--- src/sv/pal_pkg.sv ---
// ----------------------------------------------------------------------------
// pal_pkg
// Shared widths, operation and status codes, and the command, status and
// result types of the positional array list.
// ----------------------------------------------------------------------------
`default_nettype none

package pal_pkg;

    localparam int OP_W    = 2;
    localparam int POS_W   = 7;
    localparam int DATA_W  = 32;
    localparam int ST_W    = 2;
    localparam int INDEX_W = 7;

    // Operation codes
    localparam logic [OP_W-1:0] OP_INSERT = 2'd0;
    localparam logic [OP_W-1:0] OP_DELETE = 2'd1;
    localparam logic [OP_W-1:0] OP_LIST   = 2'd2;

    // Result status codes
    localparam logic [ST_W-1:0] ST_OK      = 2'd0;
    localparam logic [ST_W-1:0] ST_BAD_POS = 2'd1;
    localparam logic [ST_W-1:0] ST_FULL    = 2'd2;
    localparam logic [ST_W-1:0] ST_EMPTY   = 2'd3;

    // Controller to datapath
    typedef struct packed {
        logic do_insert;   // insert at position this cycle
        logic do_delete;   // delete at position this cycle
        logic list_empty;  // emit the empty-list result
        logic list_start;  // rewind the listing index
        logic list_step;   // emit cell 0 and rotate the row
    } t_cmd;

    // Datapath to controller
    typedef struct packed {
        logic count_zero;
        logic list_last;
    } t_stat;

    // One result item
    typedef struct packed {
        logic [ST_W-1:0]          status;
        logic signed [DATA_W-1:0] entry_value;
        logic [INDEX_W-1:0]       entry_index;
        logic                     last;
    } t_result;

endpackage

`default_nettype wire

--- src/sv/pal_ctrl.sv ---
// ----------------------------------------------------------------------------
// pal_ctrl
// Controller: accepts requests and lists one entry per unstalled cycle.
// ----------------------------------------------------------------------------
`default_nettype none

module pal_ctrl (
    input  wire logic                     i_clk,
    input  wire logic                     i_rst_n,
    input  wire logic                     i_in_valid,
    input  wire logic [pal_pkg::OP_W-1:0] i_operation,
    output logic                          o_in_ready,
    input  wire logic                     i_room,
    input  wire pal_pkg::t_stat           i_stat,
    output pal_pkg::t_cmd                 o_cmd
);
    import pal_pkg::*;

    localparam logic S_IDLE = 1'b0;
    localparam logic S_LIST = 1'b1;

    logic r_state;
    logic n_state;
    logic w_accept;

    // No request is taken while reset is held
    assign o_in_ready = i_rst_n && (r_state == S_IDLE) && i_room;
    assign w_accept   = i_in_valid && o_in_ready;

    // Command decode
    always_comb begin
        o_cmd            = '0;
        o_cmd.do_insert  = w_accept && (i_operation == OP_INSERT);
        o_cmd.do_delete  = w_accept && (i_operation == OP_DELETE);
        o_cmd.list_empty = w_accept && (i_operation == OP_LIST) && i_stat.count_zero;
        o_cmd.list_start = w_accept && (i_operation == OP_LIST) && !i_stat.count_zero;
        o_cmd.list_step  = (r_state == S_LIST) && i_room;
    end

    // Next state
    always_comb begin
        n_state = r_state;
        case (r_state)
            S_IDLE: begin
                if (o_cmd.list_start) begin
                    n_state = S_LIST;
                end
            end
            S_LIST: begin
                if (o_cmd.list_step && i_stat.list_last) begin
                    n_state = S_IDLE;
                end
            end
            default: n_state = S_IDLE;
        endcase
    end

    always_ff @(posedge i_clk) begin
        if (!i_rst_n) begin
            r_state <= S_IDLE;
        end else begin
            r_state <= n_state;
        end
    end

endmodule

`default_nettype wire

--- config.mk ---
export PLATFORM = sky130hd
export DESIGN_NAME = pal_ctrl
export DESIGN_NICKNAME = d
export VERILOG_FILES = /design/src/sv/pal_pkg.sv /design/src/sv/pal_ctrl.sv
export SDC_FILE = /design/constraint.sdc
export NUM_CORES = 1
export LEC_CHECK = 0
export ABC_AREA = 1
export BUFFER_PORTS_ARGS = -buffer_cell sky130_fd_sc_hd__buf_2
export CAP_MARGIN = 20
export CORE_AREA = 2 2 39 41
export DETAILED_ROUTE_END_ITERATION = 6
export DIE_AREA = 0 0 41 43
export GPL_ROUTABILITY_DRIVEN = 1
export MAX_ROUTING_LAYER = met4
export PLACE_DENSITY = 0.34
export REMOVE_ABC_BUFFERS = 1
export SYNTH_ARGS = -nofsm -noshare
export SYNTH_HDL_FRONTEND = slang
export SYNTH_SLANG_ARGS = --single-unit
--- constraint.sdc ---
create_clock -name i_clk -period 2.48 [get_ports i_clk]
set_clock_uncertainty 0.1 [all_clocks]
set_input_delay 0.124 -clock i_clk [delete_from_list [all_inputs] [get_ports i_clk]]
set_output_delay 0.124 -clock i_clk [all_outputs]
set_load 0.05 [all_outputs]
==> flow_metrics.py <==
metrics = {
    "outcome": {
        "status": "finished, final reports clean",
    },
    "worst_hold_path": {
        "hp-class": "input port to register",
        "worstHoldStart": "i_stat[0]",
    },
    "routing": {
        "routed_wl_um": 324,
        "wire_per_inst_um": 6.75,
        "via_count": 149,
        "post-route-drc-count": 0,
        "drt_iter0_drc": 1,
        "first_pass_iters": 2,
        "via_per_inst": 3.10,
        "ant_nets": 0,
    },
    "setup_path": {
        "critPathBufInv": 2,
        "slowest_delay_ns": 0.33,
        "cp_top_family": "buffers and inverters",
        "startpoint": "r_state",
        "worstSetupPathType": "register to output pin",
        "end_kind": "output pin",
        "required_ns": 2.26,
        "crit_arrival_ns": 1.01,
        "cp_slowest_cell": "dfxtp_1",
        "cp-start-kind": "register",
        "crit_fanout": 3,
        "crit_chain": "inv_2 -> nand4_1 -> nor4_2 -> buf_2",
        "reg2reg_from": "r_state",
    },
    "sta": {
        "finalMaxSlewViolations": 0,
        "period_needed_ns": 1.23,
        "finalSetupViolations": 0,
        "setup_tns_ns": 0,
        "rsz0062_at_grt": "no",
        "hold_viol": 0,
        "tightest_slew_ns": 0.251,
        "post-route-period-util": 0.497,
        "relSlewSlack": 0.834,
        "fmax_mhz": 811,
    },
    "layout": {
        "nNetsFinal": 42,
        "syn2layout_area_growth_pct": 68.7,
        "reg_top3": "r_state: 1 flops",
        "drive_above_1_share": 0.594,
        "nFillCells": 167,
        "largest_register_ffs": 1,
        "stdcell_area_um2": 209,
        "final_common_cell": "buf_2",
        "mostFrequentLayoutCells": "13 x buf_2, 4 x inv_1, 4 x nand2_1, 2 x nor2_1",
        "regMostFlops": "r_state",
        "diodes": 0,
    },
    "global_route": {
        "grt_pass1_vias": 95,
        "grt-ovfl-total": 0,
        "grt_max_degree": 5,
        "grt_pass1_wl_um": 393,
        "antenna_found_initial": 0,
        "grtUsageTotal": 0.0318,
    },
    "logic_synthesis": {
        "syn_avg_cell_area_um2": 6.52,
        "ys_types": 12,
        "syn_inst": 19,
        "ys_seq_elements": 1,
        "ys_seq_area_frac": 0.162,
        "syn_area_um2": 124,
        "ys_warn_count": 0,
    },
    "clocking": {
        "insertion_delay_ns": 0,
        "postCtsHoldBufs": 0,
        "cts_setup_buffers": 0,
        "path_clk_slew_ns": 0,
        "ctsResizeCount": 0,
    },
    "die": {
        "initial_core_util": 0.0895,
        "core_area_um2": 1380,
        "fp.dieArea_um2": 1760,
        "rows": 14,
        "die_w_um": 41,
        "ios": 14,
        "dieHeight_um": 43,
    },
    "place": {
        "placed_area_um2": 209,
        "io_buffers": 13,
        "gp_congestion": 0.570,
    },
    "pwr": {
        "power_density_nw_per_um2": 193,
        "ir_drop_v": 0.0000452,
        "leakagePower_uw": 0.000124,
    },
    "run": {
        "max_cap_violations": 0,
    },
}
Yosys cell counts (all sizes together):
cell,n,share of area
nand4,2,0.15
dfxtp,1,0.16
inv,5,0.15
nand2,5,0.17
nor4,1,0.10
nor2,3,0.15
nor3,1,0.040
a21oi,1,0.071
through the flow:
step                      hold WS, ns  total power, uW  utilization  worst slack (ns)  std cells
after floorplan                 0.160             30.5            -             0.665         19
after global placement          0.297             41.0        0.151              1.25         48
after detailed placement        0.295             40.7        0.151              1.22         48
after CTS                       0.296             40.8        0.151              1.22         48
after global routing            0.322             42.1        0.151              1.16         48
final                           0.290             40.4        0.151              1.25         48
cells by family after synthesis:
logic type / synth area share
AO/OA/AOI/OAI: 0.0707
buffers and inverters: 0.151
flip-flops: 0.162
AND/OR/NAND/NOR: 0.616
layer usage:
metal | wire length (um) | track usage | up-vias
met5 | 0 | - | -
met4 | 0 | 0 | 0
met3 | 45 | 0.00524 | 0
met2 | 130 | 0.0438 | 9
met1 | 148 | 0.0508 | 52
li1 | - | - | 88
power by group:
part / switching, uW / total [uW] / internal [uW]
combinational: 15.7 / 23.5 / 7.79
sequential: 0.315 / 17.0 / 16.6
clock: 0 / 0 / 0
total: 16.0 / 40.4 / 24.4
cell type report:
class                      count  area [um^2]  area share
tap                           16         20.0      0.0958
timing repair buffer          13         65.1       0.311
sequential                     1         20.0      0.0958
multi-input combinational     13         85.1       0.407
inverter                       5         18.8      0.0898
path summary, 6_finish.rpt:
path         slack, ns  depth (start not counted)        to
max               1.25                          4  o_cmd[2]
min               0.29                          4   r_state
max reg2reg       1.59                          5   r_state
min reg2reg       0.41                          2   r_state
tightest hold or removal path, cell delays in order:
cell and delay (ns):
buf_2 0.08, nand2_1 0.04, nand2_1 0.06, a21oi_2 0.03
(Power assumes the default switching activity.)
