**src/sv/pal_pkg.sv**
```systemverilog
// ----------------------------------------------------------------------------
// pal_pkg
// Shared widths, operation and status codes, and the command, status and
// result types of the positional array list.
// ----------------------------------------------------------------------------
`default_nettype none

package pal_pkg;

    localparam int OP_W    = 2;
    localparam int POS_W   = 7;
    localparam int DATA_W  = 32;
    localparam int ST_W    = 2;
    localparam int INDEX_W = 7;

    // Operation codes
    localparam logic [OP_W-1:0] OP_INSERT = 2'd0;
    localparam logic [OP_W-1:0] OP_DELETE = 2'd1;
    localparam logic [OP_W-1:0] OP_LIST   = 2'd2;

    // Result status codes
    localparam logic [ST_W-1:0] ST_OK      = 2'd0;
    localparam logic [ST_W-1:0] ST_BAD_POS = 2'd1;
    localparam logic [ST_W-1:0] ST_FULL    = 2'd2;
    localparam logic [ST_W-1:0] ST_EMPTY   = 2'd3;

    // Controller to datapath
    typedef struct packed {
        logic do_insert;   // insert at position this cycle
        logic do_delete;   // delete at position this cycle
        logic list_empty;  // emit the empty-list result
        logic list_start;  // rewind the listing index
        logic list_step;   // emit cell 0 and rotate the row
    } t_cmd;

    // Datapath to controller
    typedef struct packed {
        logic count_zero;
        logic list_last;
    } t_stat;

    // One result item
    typedef struct packed {
        logic [ST_W-1:0]          status;
        logic signed [DATA_W-1:0] entry_value;
        logic [INDEX_W-1:0]       entry_index;
        logic                     last;
    } t_result;

endpackage

`default_nettype wire

```
**src/sv/pal_out_if.sv**
```systemverilog
// ----------------------------------------------------------------------------
// pal_out_if
// Result channel: status, entry value, entry index and last flag.
// ----------------------------------------------------------------------------
`default_nettype none

interface pal_out_if;
    logic                              valid;
    logic                              ready;
    logic [pal_pkg::ST_W-1:0]          status;
    logic signed [pal_pkg::DATA_W-1:0] entry_value;
    logic [pal_pkg::INDEX_W-1:0]       entry_index;
    logic                              last;

    modport source (output valid, output status, output entry_value,
                    output entry_index, output last, input ready);
    modport sink   (input valid, input status, input entry_value,
                    input entry_index, input last, output ready);
endinterface

`default_nettype wire

```
**src/sv/pal_outbuf.sv**
```systemverilog
// ----------------------------------------------------------------------------
// pal_outbuf
// Two-entry output buffer (output register plus skid entry) on the result
// channel.
// ----------------------------------------------------------------------------
`default_nettype none

module pal_outbuf (
    input  wire logic             i_clk,
    input  wire logic             i_rst_n,
    input  wire logic             i_push,
    input  wire pal_pkg::t_result i_result,
    output logic                  o_room,
    pal_out_if.source             o_out
);
    import pal_pkg::*;

    logic    r_main_valid;
    logic    r_skid_valid;
    t_result r_main;
    t_result r_skid;
    logic    w_pop;

    assign w_pop  = r_main_valid && o_out.ready;
    assign o_room = !r_skid_valid;

    // Valid flags
    always_ff @(posedge i_clk) begin
        if (!i_rst_n) begin
            r_main_valid <= 1'b0;
            r_skid_valid <= 1'b0;
        end else if (w_pop && r_skid_valid) begin
            r_skid_valid <= 1'b0;
        end else if (w_pop) begin
            r_main_valid <= i_push;
        end else if (i_push) begin
            if (r_main_valid) begin
                r_skid_valid <= 1'b1;
            end else begin
                r_main_valid <= 1'b1;
            end
        end
    end

    // Payload
    always_ff @(posedge i_clk) begin
        if (w_pop && r_skid_valid) begin
            r_main <= r_skid;
        end else if (i_push && (w_pop || !r_main_valid)) begin
            r_main <= i_result;
        end else if (i_push) begin
            r_skid <= i_result;
        end
    end

    assign o_out.valid       = r_main_valid;
    assign o_out.status      = r_main.status;
    assign o_out.entry_value = r_main.entry_value;
    assign o_out.entry_index = r_main.entry_index;
    assign o_out.last        = r_main.last;

    a_skid_behind_main: assert property (@(posedge i_clk) disable iff (!i_rst_n)
        r_skid_valid |-> r_main_valid)
        else $error("skid entry held without output entry");

    a_no_overflow: assert property (@(posedge i_clk) disable iff (!i_rst_n)
        i_push |-> !r_skid_valid)
        else $error("result pushed into a full buffer");

    a_push_lands: assert property (@(posedge i_clk) disable iff (!i_rst_n)
        (i_push && !r_main_valid) |=> r_main_valid)
        else $error("pushed result lost");

endmodule

`default_nettype wire
```
**src/flat_wrapper.sv**
```systemverilog
// flat-port wrapper written by rule: the top's interface ports become plain ports
module pal_outbuf_flat import pal_pkg::*;
  (i_clk, i_rst_n, i_push, i_result, o_room, o_out_valid, o_out_status, o_out_entry_value, o_out_entry_index, o_out_last, o_out_ready);
  pal_out_if o_out_i ();
  input  wire logic i_clk;
  input  wire logic i_rst_n;
  input  wire logic i_push;
  input  wire pal_pkg::t_result i_result;
  output logic o_room;
  output wire logic [$bits(o_out_i.valid)-1:0] o_out_valid;
  output wire logic [$bits(o_out_i.status)-1:0] o_out_status;
  output wire logic [$bits(o_out_i.entry_value)-1:0] o_out_entry_value;
  output wire logic [$bits(o_out_i.entry_index)-1:0] o_out_entry_index;
  output wire logic [$bits(o_out_i.last)-1:0] o_out_last;
  input wire logic [$bits(o_out_i.ready)-1:0] o_out_ready;
  assign o_out_valid = o_out_i.valid;
  assign o_out_status = o_out_i.status;
  assign o_out_entry_value = o_out_i.entry_value;
  assign o_out_entry_index = o_out_i.entry_index;
  assign o_out_last = o_out_i.last;
  assign o_out_i.ready = o_out_ready;
  pal_outbuf u_core (.i_clk(i_clk), .i_rst_n(i_rst_n), .i_push(i_push), .i_result(i_result), .o_room(o_room), .o_out(o_out_i));
endmodule
```
**config.mk**
```make
export PLATFORM = sky130hd
export DESIGN_NAME = pal_outbuf_flat
export DESIGN_NICKNAME = d
export VERILOG_FILES = /design/src/sv/pal_pkg.sv /design/src/sv/pal_out_if.sv /design/src/sv/pal_outbuf.sv /design/src/flat_wrapper.sv
export SDC_FILE = /design/constraint.sdc
export NUM_CORES = 1
export LEC_CHECK = 0
export BUFFER_PORTS_ARGS = -buffer_cell sky130_fd_sc_hd__buf_4
export CORE_ASPECT_RATIO = 1.25
export CORE_MARGIN = 1
export CORE_UTILIZATION = 30
export CTS_CLUSTER_DIAMETER = 40
export DETAILED_ROUTE_END_ITERATION = 8
export GPL_ROUTABILITY_DRIVEN = 0
export HOLD_SLACK_MARGIN = 0.05
export PLACE_DENSITY = 0.51
export SLEW_MARGIN = 30
export SYNTH_ARGS = -nofsm -noshare
export SYNTH_HDL_FRONTEND = slang
export SYNTH_SLANG_ARGS = --single-unit
```
**constraint.sdc**
```tcl
create_clock -name i_clk -period 4.08 [get_ports i_clk]
set_clock_uncertainty 0.15 [all_clocks]
set_input_delay 0 -clock i_clk [delete_from_list [all_inputs] [get_ports i_clk]]
set_output_delay 0 -clock i_clk [all_outputs]
set_load 0.02 [all_outputs]
```
==> impl_results.md <==
* Synth unique cells at 13
* Worst-path cell chain: nand3_4 -> mux2_4
* Met3 Usage GRT at ~4.3%
* Cell area power density at roughly 430 nW/µm²
* Critical path class: reg -> reg
* Register Area at roughly 2600 µm²
* Num rows at 42
* CTS clk-pin slew, worst paths at about 0.06 ns
* Max-cap viol count at 0
* Max incr delay on CP at 0.74 ns
* Clk_lat worst skew at around 0.33 ns
* Worst path slowest cell: nand3_4
* Die Ht at about 120 µm
* Num CTS Buffers at 9
* Area contributors post-synth: edfxtp_1 76%, mux2_4 18%, buf_6 1.4%
* Grt met2 use at 18.79%
* Starting density of the core at between 30% and 40%
* First drt pass iteration count at 4
* P&R area growth vs syn at 47.75%
* Largest family of logic cells by synthesized area: multiplexers
* Most frequent cells in the layout: 90 x buf_4, 84 x edfxtp_1, 46 x dlygate4sd3_1, 40 x mux2_4, 9 x clkbuf_16
* H-tree depth at 3
* Crit path max-delay family: simple AND/OR/NAND/NOR gates
* Vias per cell at between 4 and 5
* Startpoint types: register
* Yosys top cell area share at roughly 76%
* Maximum VDD drop at about 210 µV
* #FFs+latches synth at between 80 and 90
* Vias in the first global route at 1827
* Pre-CTS setup slack at approximately 1.8 ns
* Setup TNS at 0 ns
* CP Buf/Inv Count at 0
* DRT antenna net count at 0
* Ys Warns at 0
* Mapped cell area at around 3300 µm²
* Tmin final at between 2 and 2.5 ns
* # fillers at approximately 940
* First-pass GRT wire length at 9453 µm
* Initial antenna violation count at 0
* Grt ovf at 0
* CTS Root Buffer Type: clkbuf_16
* DRT Wirelength at roughly 6200 µm
* Core Area at between 10000 and 15000 µm²
* Global route hottest layer: met2
* Sink Count at 86
* Share of cell area taken by muxes after synthesis at between 10% and 20%
* Adder-cell area share of the yosys netlist at 0%
* RSZ-0062 raised after global routing: no
* Layout cell share with drive strength beyond 1 at around half
* Max Fclk at between 400 and 500 MHz
* Crit share post-route at 55.59%
* DRC at 0
* IO buf count at between 80 and 90
* Drt wl/cell at roughly 15 µm
* Final Hold Fails at 0
* Global Route met1 Usage at 13.79%
* Yosys top cell by area: edfxtp_1
* Count of final max-slew check failures at 0
* Critical Path AT at roughly 2.2 ns
* CTS tree: done
* Detailed placement HPWL at ~3700 µm
* Max_slew headroom at about two fifths
* Synth Instances at 144
* Finished Cell Area at 4882 µm²
* Post-synthesis compound-gate area fraction at less than 1%
* Die area at between 10000 and 15000 µm²
* Synth Area in Simple Gates at around 1.1%
* Avg Cell Area, Syn at between 20 and 25 µm²
* Post-synth net total at 190
* Sequential cell area fraction in the yosys report at 77.55%
* Drt initial violations at a little over 70
* Static Leak at ~2 nW
* Die W at approximately 96 µm
* Worst-path fanout max at 42
* Final setup violating endpoints at 0
* Status: complete, no violations
* WP data required at 4.01 ns
* Multi-input logic area at 704.4 µm²
* Global Route Usage Sum at around an eighth
* # diodes at 0
* Clock buffer depth at 2
* Largest net degree at the start of global routing at 43
* Setup ws final at ~1.8 ns
* Via count at between 1500 and 2000
* Most common cell after layout, fill and taps aside: buf_4
* Post-Synth XOR/XNOR Area at 0%
* Placed cell areas at between 4000 and 5000 µm²
* Worst-margin pin slew at between 0.9 and 1 ns
* Min-Delay Path Class: in -> reg
* Num ports at 90
* # nets final at about 330
* Resize count post-CTS at 0
* CP Capture Type: register
-- timing repair --
action                     in CTS  in global routing
buffers inserted                0                  0
hold endpoints to repair       86                  0
setup endpoints to repair       0                  0
hold buffers                   46                  0
-- state kept, by name, summed over array words and instances (netlist names) --
register                  flops
u_core.r_skid                42
u_core.o_out.entry_value     32
u_core.o_out.entry_index      7
u_core.o_out.status           2
u_core.o_out.last             1
u_core.o_out.valid            1
u_core.r_skid_valid           1
-- cell type report --
| type | instances | area share (%) |
|---|---|---|
| tap | 132 | 3.383 |
| multi-input combinational | 52 | 14.43 |
| clock inverter | 5 | 1.512 |
| clock buffer | 11 | 4.767 |
| timing repair buffer | 136 | 23.27 |
| sequential | 86 | 52.49 |
| inverter | 2 | 0.1538 |
-- path summary, 6_finish.rpt --
kind                       from                            to  slack (ns)  depth (start not counted)
max          u_core.o_out.valid   u_core.o_out.entry_index[1]        1.81                          2
min                 o_out_ready  u_core.o_out.entry_value[13]        0.15                          3
max reg2reg  u_core.o_out.valid   u_core.o_out.entry_index[1]        1.81                          2
min reg2reg   u_core.r_skid[19]  u_core.o_out.entry_value[11]        0.39                          1
-- cells in the mapped netlist --
library cell  number
dfxtp_1            2
a21boi_0           1
nand2_1            2
nor2_1             1
edfxtp_1          84
o21a_1             1
nand3_4            1
a21oi_1            3
buf_6              4
inv_1              2
mux2_2             2
and3_2             1
mux2_4            40
-- power breakdown --
group / total (W) / internal (W) / leakage [nW] / switching [W]
clock network: 0.000847 / 0.000532 / 0.151 / 0.000315
registers: 0.00103 / 0.00102 / 0.806 / 0.0000133
logic: 0.000220 / 0.000125 / 1.05 / 0.0000951
total: 0.00210 / 0.00167 / 2.01 / 0.000424
-- worst reg2reg max path, cell delays in order, from the launching register on --
cell and delay (ns):
dfxtp_1 0.53, nand3_4 0.74, mux2_4 0.59
-- cell families after synthesis --
family | Yosys count
DFF | 86
muxes | 42
buffers and inverters | 6
AOI/OAI and AO/OA | 5
and+or+nand+nor | 5
-- per-layer routing --
metal | routed length [µm] | vias to the layer above
met1 | 2623 | 841
met4 | 129 | 0
met5 | 0 | -
li1 | - | 853
met2 | 3202 | 48
met3 | 289 | 9
-- stage by stage --
stage	cells	hold slack [ns]	total power, W	utilization [%]
after detailed placement	362	0.04069	0.001237	38.58
after CTS	424	0.1530	0.002121	45.77
after global placement	362	0.04045	0.001233	38.54
final	424	0.1533	0.002097	45.77
after floorplan	144	-0.05113	0.001139	-
after global routing	424	0.1865	0.002175	45.77
(Power assumes the default switching activity.)
